## config.mk

```make
export PLATFORM = sky130hd
export DESIGN_NAME = telnet_line_input_parser_core_flat
export DESIGN_NICKNAME = d
export VERILOG_FILES = /design/src/rtl/core/tlp_pkg.sv /design/src/rtl/core/tlp_if.sv /design/src/rtl/core/tlp_front.sv /design/src/rtl/core/tlp_queue.sv /design/src/rtl/core/tlp_back.sv /design/src/rtl/core/telnet_line_input_parser_core.sv /design/src/flat_wrapper.sv
export SDC_FILE = /design/constraint.sdc
export NUM_CORES = 1
export LEC_CHECK = 0
export BUFFER_PORTS_ARGS = -buffer_cell sky130_fd_sc_hd__buf_2
export CAP_MARGIN = 25
export CORE_ASPECT_RATIO = 1.5
export CORE_MARGIN = 2
export CORE_UTILIZATION = 43
export CTS_CLUSTER_DIAMETER = 100
export DETAILED_ROUTE_END_ITERATION = 10
export PLACE_DENSITY_LB_ADDON = 0.1
export RECOVER_POWER = 25
export SLEW_MARGIN = 25
export SYNTH_ARGS = -nofsm -noshare
export SYNTH_HDL_FRONTEND = slang
export SYNTH_SLANG_ARGS = --single-unit
```

## constraint.sdc

```tcl
create_clock -name i_clk -period 9.86 [get_ports i_clk]
set_clock_uncertainty 0.2 [all_clocks]
set_input_delay 0 -clock i_clk [delete_from_list [all_inputs] [get_ports i_clk]]
set_output_delay 0 -clock i_clk [all_outputs]
set_load 0.01 [all_outputs]
```

## src/rtl/core/tlp_pkg.sv

```systemverilog
// Shared types and constants for the telnet line input parser.
// No dependencies; tlp_front, tlp_queue, tlp_back and the core top use it.
`default_nettype none

package tlp_pkg;

    localparam int LINE_MAX_DEF = 64;
    localparam int QUEUE_DEPTH  = 4;

    localparam logic [7:0] B_BS    = 8'd8;
    localparam logic [7:0] B_NL    = 8'd10;
    localparam logic [7:0] B_SPACE = 8'd32;
    localparam logic [7:0] B_TILDE = 8'd126;
    localparam logic [7:0] B_DEL   = 8'd127;
    localparam logic [7:0] B_IP    = 8'd244;
    localparam logic [7:0] B_AYT   = 8'd246;
    localparam logic [7:0] B_EC    = 8'd247;
    localparam logic [7:0] B_EL    = 8'd248;
    localparam logic [7:0] B_SB    = 8'd250;
    localparam logic [7:0] B_WILL  = 8'd251;
    localparam logic [7:0] B_WONT  = 8'd252;
    localparam logic [7:0] B_IAC   = 8'd255;
    localparam logic [7:0] OPT_NAWS = 8'd31;

    localparam logic [2:0] KIND_CHAR  = 3'd0;
    localparam logic [2:0] KIND_EMPTY = 3'd1;
    localparam logic [2:0] KIND_INTR  = 3'd2;
    localparam logic [2:0] KIND_AYT   = 3'd3;
    localparam logic [2:0] KIND_DONAWS = 3'd4;
    localparam logic [2:0] KIND_WSIZE = 3'd5;
    localparam logic [2:0] KIND_TRUNC = 3'd6;

    localparam logic [2:0] OP_APPEND  = 3'd0;
    localparam logic [2:0] OP_ERASE   = 3'd1;
    localparam logic [2:0] OP_CLEAR   = 3'd2;
    localparam logic [2:0] OP_NEWLINE = 3'd3;
    localparam logic [2:0] OP_EVENT   = 3'd4;

    typedef struct packed {
        logic [2:0]  op;
        logic [2:0]  kind;
        logic [7:0]  data;
        logic [15:0] w;
        logic [15:0] h;
    } t_cmd;

endpackage

`default_nettype wire

```

## src/rtl/core/tlp_if.sv

```systemverilog
// Valid/ready channel interfaces for received bytes and results.
// Depends on nothing.
`default_nettype none

interface tlp_in_if;
    logic       valid;
    logic       ready;
    logic [7:0] rx_byte;
    modport source (output valid, output rx_byte, input ready);
    modport sink (input valid, input rx_byte, output ready);
endinterface

interface tlp_out_if;
    logic        valid;
    logic        ready;
    logic [2:0]  kind;
    logic [7:0]  data_byte;
    logic [15:0] window_width;
    logic [15:0] window_height;
    logic        last;
    modport source (output valid, output kind, output data_byte, output window_width,
                    output window_height, output last, input ready);
    modport sink (input valid, input kind, input data_byte, input window_width,
                  input window_height, input last, output ready);
endinterface

`default_nettype wire

```

## src/rtl/core/tlp_front.sv

```systemverilog
// Front end: telnet command parser that turns received bytes into line commands.
// Depends on tlp_pkg and tlp_in_if.
`default_nettype none

module tlp_front (
    input  wire          i_clk,
    input  wire          i_rst_n,
    tlp_in_if.sink       i_rx,
    input  wire          i_q_full,
    output logic         o_push,
    output tlp_pkg::t_cmd o_cmd
);

    localparam logic [3:0] M_NORMAL = 4'd0;
    localparam logic [3:0] M_IAC    = 4'd1;
    localparam logic [3:0] M_WILL   = 4'd2;
    localparam logic [3:0] M_WONT   = 4'd3;
    localparam logic [3:0] M_SB     = 4'd4;
    localparam logic [3:0] M_WHI    = 4'd5;
    localparam logic [3:0] M_WLO    = 4'd6;
    localparam logic [3:0] M_HHI    = 4'd7;
    localparam logic [3:0] M_HLO    = 4'd8;
    localparam logic [3:0] M_END1   = 4'd9;
    localparam logic [3:0] M_END2   = 4'd10;

    logic [3:0]  r_mode, n_mode;
    logic        r_naws, n_naws;
    logic [15:0] r_wp, n_wp;
    logic [15:0] r_hp, n_hp;
    logic        acc;
    logic        cmd_v;
    logic [7:0]  b;

    assign i_rx.ready = !i_q_full;
    assign acc = i_rx.valid && !i_q_full;
    assign b = i_rx.rx_byte;
    assign o_push = acc && cmd_v;

    always_comb begin
        n_mode = r_mode;
        n_naws = r_naws;
        n_wp = r_wp;
        n_hp = r_hp;
        cmd_v = 1'b0;
        o_cmd = '0;
        case (r_mode)
            M_IAC: begin
                n_mode = M_NORMAL;
                if (b == tlp_pkg::B_IP) begin
                    cmd_v = 1'b1;
                    o_cmd.op = tlp_pkg::OP_EVENT;
                    o_cmd.kind = tlp_pkg::KIND_INTR;
                end else if (b == tlp_pkg::B_AYT) begin
                    cmd_v = 1'b1;
                    o_cmd.op = tlp_pkg::OP_EVENT;
                    o_cmd.kind = tlp_pkg::KIND_AYT;
                end else if (b == tlp_pkg::B_EC) begin
                    cmd_v = 1'b1;
                    o_cmd.op = tlp_pkg::OP_ERASE;
                end else if (b == tlp_pkg::B_EL) begin
                    cmd_v = 1'b1;
                    o_cmd.op = tlp_pkg::OP_CLEAR;
                end else if (b == tlp_pkg::B_WILL) begin
                    n_mode = M_WILL;
                end else if (b == tlp_pkg::B_WONT) begin
                    n_mode = M_WONT;
                end else if (b == tlp_pkg::B_SB) begin
                    n_mode = M_SB;
                end
            end
            M_WILL: begin
                n_mode = M_NORMAL;
                if (b == tlp_pkg::OPT_NAWS && !r_naws) begin
                    n_naws = 1'b1;
                    cmd_v = 1'b1;
                    o_cmd.op = tlp_pkg::OP_EVENT;
                    o_cmd.kind = tlp_pkg::KIND_DONAWS;
                end
            end
            M_WONT: begin
                n_mode = M_NORMAL;
                if (b == tlp_pkg::OPT_NAWS) begin
                    n_naws = 1'b0;
                end
            end
            M_SB: begin
                n_mode = (b == tlp_pkg::OPT_NAWS && r_naws) ? M_WHI : M_NORMAL;
            end
            M_WHI: begin
                n_wp = {b, 8'h00};
                n_mode = M_WLO;
            end
            M_WLO: begin
                n_wp = {r_wp[15:8], b};
                n_mode = M_HHI;
            end
            M_HHI: begin
                n_hp = {b, 8'h00};
                n_mode = M_HLO;
            end
            M_HLO: begin
                n_hp = {r_hp[15:8], b};
                n_mode = M_END1;
            end
            M_END1: begin
                n_mode = M_END2;
            end
            M_END2: begin
                n_mode = M_NORMAL;
                cmd_v = 1'b1;
                o_cmd.op = tlp_pkg::OP_EVENT;
                o_cmd.kind = tlp_pkg::KIND_WSIZE;
                o_cmd.w = r_wp;
                o_cmd.h = r_hp;
            end
            default: begin
                n_mode = M_NORMAL;
                if (b == tlp_pkg::B_IAC) begin
                    n_mode = M_IAC;
                end else if (b == tlp_pkg::B_NL) begin
                    cmd_v = 1'b1;
                    o_cmd.op = tlp_pkg::OP_NEWLINE;
                end else if (b inside {tlp_pkg::B_BS, tlp_pkg::B_DEL}) begin
                    cmd_v = 1'b1;
                    o_cmd.op = tlp_pkg::OP_ERASE;
                end else if (b inside {[tlp_pkg::B_SPACE:tlp_pkg::B_TILDE]}) begin
                    cmd_v = 1'b1;
                    o_cmd.op = tlp_pkg::OP_APPEND;
                    o_cmd.data = b;
                end
            end
        endcase
    end

    always_ff @(posedge i_clk) begin
        if (!i_rst_n) begin
            r_mode <= M_NORMAL;
            r_naws <= 1'b0;
            r_wp <= '0;
            r_hp <= '0;
        end else if (acc) begin
            r_mode <= n_mode;
            r_naws <= n_naws;
            r_wp <= n_wp;
            r_hp <= n_hp;
        end
    end

endmodule

`default_nettype wire

```

## src/rtl/core/tlp_queue.sv

```systemverilog
// Short command queue between the parser front end and the line back end.
// Depends on tlp_pkg.
`default_nettype none

module tlp_queue (
    input  wire           i_clk,
    input  wire           i_rst_n,
    input  wire           i_push,
    input  tlp_pkg::t_cmd i_cmd,
    input  wire           i_pop,
    output logic          o_full,
    output logic          o_empty,
    output tlp_pkg::t_cmd o_cmd
);

    localparam int PW = $clog2(tlp_pkg::QUEUE_DEPTH);
    localparam int CW = PW + 1;

    tlp_pkg::t_cmd r_slot [tlp_pkg::QUEUE_DEPTH];
    logic [PW-1:0] r_wr, r_rd;
    logic [CW-1:0] r_cnt;
    logic          do_push, do_pop;

    assign o_full = (r_cnt == CW'(tlp_pkg::QUEUE_DEPTH));
    assign o_empty = (r_cnt == '0);
    assign do_push = i_push && !o_full;
    assign do_pop = i_pop && !o_empty;
    assign o_cmd = r_slot[r_rd];

    always_ff @(posedge i_clk) begin
        if (do_push) begin
            r_slot[r_wr] <= i_cmd;
        end
    end

    always_ff @(posedge i_clk) begin
        if (!i_rst_n) begin
            r_wr <= '0;
            r_rd <= '0;
            r_cnt <= '0;
        end else begin
            if (do_push) begin
                r_wr <= r_wr + 1'b1;
            end
            if (do_pop) begin
                r_rd <= r_rd + 1'b1;
            end
            if (do_push && !do_pop) begin
                r_cnt <= r_cnt + 1'b1;
            end else if (do_pop && !do_push) begin
                r_cnt <= r_cnt - 1'b1;
            end
        end
    end

endmodule

`default_nettype wire

```

## src/rtl/core/tlp_back.sv

```systemverilog
// Back end: line store, line editing and result output register.
// Depends on tlp_pkg and tlp_out_if.
`default_nettype none

module tlp_back #(
    parameter int LINE_MAX = tlp_pkg::LINE_MAX_DEF
) (
    input  wire           i_clk,
    input  wire           i_rst_n,
    input  wire           i_q_empty,
    input  tlp_pkg::t_cmd i_cmd,
    output logic          o_pop,
    tlp_out_if.source     o_res
);

    localparam int AW = (LINE_MAX > 1) ? $clog2(LINE_MAX) : 1;
    localparam int LW = AW + 1;

    localparam logic [1:0] S_IDLE = 2'd0;
    localparam logic [1:0] S_READ = 2'd1;
    localparam logic [1:0] S_SEND = 2'd2;

    logic [7:0]    r_mem [LINE_MAX];
    logic [7:0]    r_rd_data;
    logic [1:0]    r_state, n_state;
    logic [LW-1:0] r_len, n_len;
    logic          r_trunc, n_trunc;
    logic [AW-1:0] r_idx, n_idx;
    logic          r_ov, n_ov;
    logic [2:0]    r_kind, n_kind;
    logic [7:0]    r_data, n_data;
    logic [15:0]   r_w, n_w;
    logic [15:0]   r_h, n_h;
    logic          r_last, n_last;
    logic          out_free;
    logic          we;
    logic          at_end;

    assign out_free = !r_ov || o_res.ready;
    assign o_pop = (r_state == S_IDLE) && !i_q_empty && out_free;
    assign at_end = ({1'b0, r_idx} + 1'b1) == r_len;

    assign o_res.valid = r_ov;
    assign o_res.kind = r_kind;
    assign o_res.data_byte = r_data;
    assign o_res.window_width = r_w;
    assign o_res.window_height = r_h;
    assign o_res.last = r_last;

    always_comb begin
        n_state = r_state;
        n_len = r_len;
        n_trunc = r_trunc;
        n_idx = r_idx;
        n_ov = r_ov && !o_res.ready;
        n_kind = r_kind;
        n_data = r_data;
        n_w = r_w;
        n_h = r_h;
        n_last = r_last;
        we = 1'b0;
        case (r_state)
            S_IDLE: begin
                if (o_pop) begin
                    case (i_cmd.op)
                        tlp_pkg::OP_APPEND: begin
                            if (r_len < LW'(LINE_MAX)) begin
                                we = 1'b1;
                                n_len = r_len + 1'b1;
                            end else if (!r_trunc) begin
                                n_trunc = 1'b1;
                                n_ov = 1'b1;
                                n_kind = tlp_pkg::KIND_TRUNC;
                                n_data = '0;
                                n_w = '0;
                                n_h = '0;
                                n_last = 1'b1;
                            end
                        end
                        tlp_pkg::OP_ERASE: begin
                            if (r_len != '0) begin
                                n_len = r_len - 1'b1;
                            end
                        end
                        tlp_pkg::OP_CLEAR: begin
                            n_len = '0;
                        end
                        tlp_pkg::OP_NEWLINE: begin
                            n_trunc = 1'b0;
                            if (r_len == '0) begin
                                n_ov = 1'b1;
                                n_kind = tlp_pkg::KIND_EMPTY;
                                n_data = '0;
                                n_w = '0;
                                n_h = '0;
                                n_last = 1'b1;
                            end else begin
                                n_idx = '0;
                                n_state = S_READ;
                            end
                        end
                        tlp_pkg::OP_EVENT: begin
                            n_ov = 1'b1;
                            n_kind = i_cmd.kind;
                            n_data = '0;
                            n_w = i_cmd.w;
                            n_h = i_cmd.h;
                            n_last = 1'b1;
                        end
                        default: begin
                        end
                    endcase
                end
            end
            S_READ: begin
                n_state = S_SEND;
            end
            S_SEND: begin
                if (out_free) begin
                    n_ov = 1'b1;
                    n_kind = tlp_pkg::KIND_CHAR;
                    n_data = r_rd_data;
                    n_w = '0;
                    n_h = '0;
                    n_last = at_end;
                    if (at_end) begin
                        n_len = '0;
                        n_state = S_IDLE;
                    end else begin
                        n_idx = r_idx + 1'b1;
                        n_state = S_READ;
                    end
                end
            end
            default: begin
                n_state = S_IDLE;
            end
        endcase
    end

    always_ff @(posedge i_clk) begin
        if (we) begin
            r_mem[r_len[AW-1:0]] <= i_cmd.data;
        end
        r_rd_data <= r_mem[r_idx];
    end

    always_ff @(posedge i_clk) begin
        r_kind <= n_kind;
        r_data <= n_data;
        r_w <= n_w;
        r_h <= n_h;
        r_last <= n_last;
        r_idx <= n_idx;
    end

    always_ff @(posedge i_clk) begin
        if (!i_rst_n) begin
            r_state <= S_IDLE;
            r_len <= '0;
            r_trunc <= 1'b0;
            r_ov <= 1'b0;
        end else begin
            r_state <= n_state;
            r_len <= n_len;
            r_trunc <= n_trunc;
            r_ov <= n_ov;
        end
    end

endmodule

`default_nettype wire

```

## src/rtl/core/telnet_line_input_parser_core.sv

```systemverilog
// Telnet receive parser with line editing: the front end parses telnet
// commands into line commands that a four-entry queue hands to the back end,
// which keeps the line store and drives results. A byte is taken in each
// cycle while the queue has room. The back end retires one command per cycle
// when its output register is free; a newline with N stored characters holds
// it for one line-store read and one output load per character, in turn.
// Depends on tlp_pkg, tlp_if, tlp_front, tlp_queue and tlp_back.
`default_nettype none

module telnet_line_input_parser_core #(
    parameter int LINE_MAX = tlp_pkg::LINE_MAX_DEF
) (
    input  wire       i_clk,
    input  wire       i_rst_n,
    tlp_in_if.sink    i_rx,
    tlp_out_if.source o_res
);

    logic          q_full;
    logic          q_empty;
    logic          push;
    logic          pop;
    tlp_pkg::t_cmd push_cmd;
    tlp_pkg::t_cmd head_cmd;

    tlp_front u_front (
        .i_clk    (i_clk),
        .i_rst_n  (i_rst_n),
        .i_rx     (i_rx),
        .i_q_full (q_full),
        .o_push   (push),
        .o_cmd    (push_cmd)
    );

    tlp_queue u_queue (
        .i_clk   (i_clk),
        .i_rst_n (i_rst_n),
        .i_push  (push),
        .i_cmd   (push_cmd),
        .i_pop   (pop),
        .o_full  (q_full),
        .o_empty (q_empty),
        .o_cmd   (head_cmd)
    );

    tlp_back #(
        .LINE_MAX (LINE_MAX)
    ) u_back (
        .i_clk     (i_clk),
        .i_rst_n   (i_rst_n),
        .i_q_empty (q_empty),
        .i_cmd     (head_cmd),
        .o_pop     (pop),
        .o_res     (o_res)
    );

endmodule

`default_nettype wire
```

## src/flat_wrapper.sv

```systemverilog
// flat-port wrapper written by rule: the top's interface ports become plain ports
module telnet_line_input_parser_core_flat 
#(
    parameter int LINE_MAX = tlp_pkg::LINE_MAX_DEF
)
  (i_clk, i_rst_n, i_rx_valid, i_rx_rx_byte, i_rx_ready, o_res_valid, o_res_kind, o_res_data_byte, o_res_window_width, o_res_window_height, o_res_last, o_res_ready);
  tlp_in_if i_rx_i ();
  tlp_out_if o_res_i ();
  input  wire i_clk;
  input  wire i_rst_n;
  input wire logic [$bits(i_rx_i.valid)-1:0] i_rx_valid;
  input wire logic [$bits(i_rx_i.rx_byte)-1:0] i_rx_rx_byte;
  output wire logic [$bits(i_rx_i.ready)-1:0] i_rx_ready;
  output wire logic [$bits(o_res_i.valid)-1:0] o_res_valid;
  output wire logic [$bits(o_res_i.kind)-1:0] o_res_kind;
  output wire logic [$bits(o_res_i.data_byte)-1:0] o_res_data_byte;
  output wire logic [$bits(o_res_i.window_width)-1:0] o_res_window_width;
  output wire logic [$bits(o_res_i.window_height)-1:0] o_res_window_height;
  output wire logic [$bits(o_res_i.last)-1:0] o_res_last;
  input wire logic [$bits(o_res_i.ready)-1:0] o_res_ready;
  assign i_rx_i.valid = i_rx_valid;
  assign i_rx_i.rx_byte = i_rx_rx_byte;
  assign i_rx_ready = i_rx_i.ready;
  assign o_res_valid = o_res_i.valid;
  assign o_res_kind = o_res_i.kind;
  assign o_res_data_byte = o_res_i.data_byte;
  assign o_res_window_width = o_res_i.window_width;
  assign o_res_window_height = o_res_i.window_height;
  assign o_res_last = o_res_i.last;
  assign o_res_i.ready = o_res_ready;
  telnet_line_input_parser_core #(.LINE_MAX(LINE_MAX)) u_core (.i_clk(i_clk), .i_rst_n(i_rst_n), .i_rx(i_rx_i), .o_res(o_res_i));
endmodule
```

==> flow_summary_export.csv <==
group,metric,value,unit
floorplan,initial_core_util,0.433,
floorplan,die-area,76100,um^2
run_status,violations,"capacitance limit, slew limit",
pwr,p_leak,11.4,nW
pwr,p_total,8.82,mW
routing,drt-total-wl,78900,um
placed_design,place_inst,2598,
pwr,clkPwrFrac,0.351,
timing,slew_violations,250,
global_routing,grt_max_degree,65,
synthesis,synth_top_area_share,0.705,
routing,antenna_left,0,
floorplan,die-width,226,um
synthesis,post_synth_inst_count,1616,
final_layout,instances_no_fill,2755,
pwr,p_int,6.46,mW
critical_path,worstPathCellList,"clkbuf_1 > mux4_2 > or2_2 > nor4_2 > nand3_1 > nor2_1",
synthesis,async_flop_share,0,
critical_path,cp-end-kind,"flip-flop",
critical_path,cp_max_fo,46,
pwr,ir_drop,0.172,mV
synthesis,synth_top_cell_by_area,"edfxtp_1",
timing,fin_tns_setup,0,ps
clock_tree,clk_path_buf_depth,3,
placed_design,placed_area,33100,um^2
final_layout,syn_to_final_growth,12.6,%
timing,slew_headroom,-1.21,
final_layout,diodes,0,
timing,hold_ws,86.0,ps
global_routing,antenna_found_initial,0,
global_routing,overflow,0,
final_layout,drive_gt1_frac,0.214,
placed_design,gp_routability_congestion,0.850,
floorplan,fp-row-count,122,
routing,drc,0,
global_routing,grt_use_total,0.213,
final_layout,final_nets,1723,
timing,finalSetupViolations,0,
synthesis,synth_edf_count,746,
clock_tree,htree_levels,3,
synthesis,ys_warn_count,0,
synthesis,synthFlopType,"edfxtp_1",
clock_tree,clk_latency,630,ps
clock_tree,cts-root-buf,"clkbuf_16",
synthesis,synth_area,31800,um^2
synthesis,synth_seq_cells,811,
critical_path,crit_required,9910,ps
timing,fmax,162,MHz
clock_tree,clkTransAtPathRegs,60,ps
clock_tree,cts_sinks,811,
clock_tree,postCtsHoldBufs,11,
routing,num_vias,15500,
critical_path,crit_arrival,6210,ps
pwr,p_per_area,246,nW/um^2
critical_path,start_kind,"flip-flop",
global_routing,grt_pass1_wl,115000,um
global_routing,grtUsageMet2,0.402,
timing,worst-slew-pin-transition,3320,ps
timing,rsz0062_at_grt,"no",
job,cap_violations,5,
routing,viasPerCell,5.61,
synthesis,synth_area_leaders,"edfxtp_1, mux4_2, dfxtp_1",
routing,firstDrtPassIters,5,
global_routing,busiest_layer,"met2",
placed_design,dp_slack,4950,ps
pwr,p_sw_frac,0.268,
synthesis,synth.most_common_cell,"edfxtp_1",
routing,drtIter0Drc,1239,
floorplan,placeableCoreArea,73400,um^2
floorplan,pin_count,58,
pwr,combPwrFrac,0.165,
final_layout,final_util,0.487,
timing,setup_ws,3700,ps
critical_path,critPathSlowestCell,"clkbuf_1",
routing,wl_per_cell,28.7,um
pwr,p_sw,2.36,mW
global_routing,grt_pass1_vias,16200,
timing,period_share,0.625,
critical_path,max_stage_delay,2320,ps
critical_path,worstSetupPathType,"flip-flop to flip-flop",
synthesis,netlist_top_cells_count,"edfxtp_1, mux4_2, nor2_1",
synthesis,syn_area_per_cell,19.7,um^2
clock_tree,post_cts_resized,0,
clock_tree,cts_buffers,79,
pwr,p_seq_frac,0.484,
floorplan,die_h,337,um
global_routing,met3_usage,0.0275,
synthesis,synth-seq-area-share,0.746,
clock_tree,postCtsSetupBuffers,0,
final_layout,finalInstanceArea,35800,um^2
run_status,status,"finished, violations left",
timing,fin_crit,6160,ps
timing,finalHoldViolCount,0,
synthesis,synth_cell_types,61,
clock_tree,cts_tree,"yes",
global_routing,use_met1,0.248,
min_path,hold_class,"input port to flip-flop",
placed_design,dp_hpwl,49100,um
placed_design,io_buffers,57,
[layer usage]
| layer | wire length [um] | up-vias |
|---|---|---|
| li1 | - | 6703 |
| met1 | 29300 | 8204 |
| met2 | 44200 | 430 |
| met3 | 3030 | 119 |
| met4 | 2410 | 0 |
| met5 | 0 | - |
[final timing paths]
path                                        from                                   end  slack [ps]  depth (start not counted)
max                                    flip-flop  u_core.u_back.r_mem[13][7]$_DFFE_PP_        3700                          6
min                                      i_rst_n    u_core.u_back.r_trunc$_SDFFE_PN0P_          90                          3
max reg2reg                            flip-flop  u_core.u_back.r_mem[13][7]$_DFFE_PP_        3700                          6
min reg2reg  u_core.u_front.r_hp[6]$_SDFFE_PN0P_   u_core.u_front.r_hp[6]$_SDFFE_PN0P_         260                          2
[worst max-delay path, delay by kind of cell, from the launching register on]
kind / cells / cell delay, ps
simple gates: 4 / 2390
buf+inv: 1 / 2320
mux: 1 / 560
flops: 1 / 300
[area by class of cell]
cell class / count / area [um^2]
Tap cell: 992 / 1240
Clock buffer: 95 / 2110
Clock inverter: 51 / 531
Sequential cell: 811 / 23700
Inverter: 13 / 48.8
Fill cell: 6022 / 37600
Timing Repair Buffer: 89 / 473
Multi-Input combinational cell: 704 / 7680
[flip-flops by register name (all words and copies together) (netlist names), 2 cells and up, named ones only]
register                           flops
u_core.u_back.o_res.data_byte          8
u_core.u_back.o_res.window_width      16
u_core.u_back.r_mem                  512
u_core.u_front.r_mode                  4
u_core.u_back.o_res.window_height     16
u_core.u_front.r_hp                   16
u_core.u_queue.r_slot                184
u_core.u_back.r_rd_data                8
u_core.u_back.r_len                    7
u_core.u_queue.r_cnt                   3
u_core.u_front.r_wp                   16
u_core.u_back.r_idx                    6
u_core.u_queue.r_rd                    2
u_core.u_back.o_res.kind               3
u_core.u_back.r_state                  2
u_core.u_queue.r_wr                    2
[cell families after synthesis]
group,count (synthesis),synth area share
xor gates and xnor gates,24,0.00661
DFF,811,0.746
muxes,216,0.152
AOI/OAI and AO/OA,101,0.0199
adders and majority gates,13,0.00559
other,1,0.000118
and+or+nand+nor,346,0.0563
buffers and inverters,104,0.0134
[power by group through the flow]
stage          combinational [mW]  clock (mW)  sequential [mW]
2_1_floorplan               0.870           0             4.32
3_3_place_gp                 1.50           0             4.34
3_5_place_dp                 1.50           0             4.34
4_1_cts                      1.51        3.17             4.27
5_1_grt                      1.57        3.29             4.28
6_report                     1.46        3.09             4.27
[cell usage in the layout, fill, tap and decap left out, types with 18 or more instances in the layout]
master,netlist,layout
a21oi_1,45,45
and2_0,0,41
and3_1,56,56
clkbuf_1,58,64
clkbuf_16,0,82
clkinv_1,2,18
dfxtp_1,65,64
edfxtp_1,746,746
mux4_2,214,208
nand2_1,34,34
nand3_1,23,23
nor2_1,124,124
(Power assumes the default switching activity.)
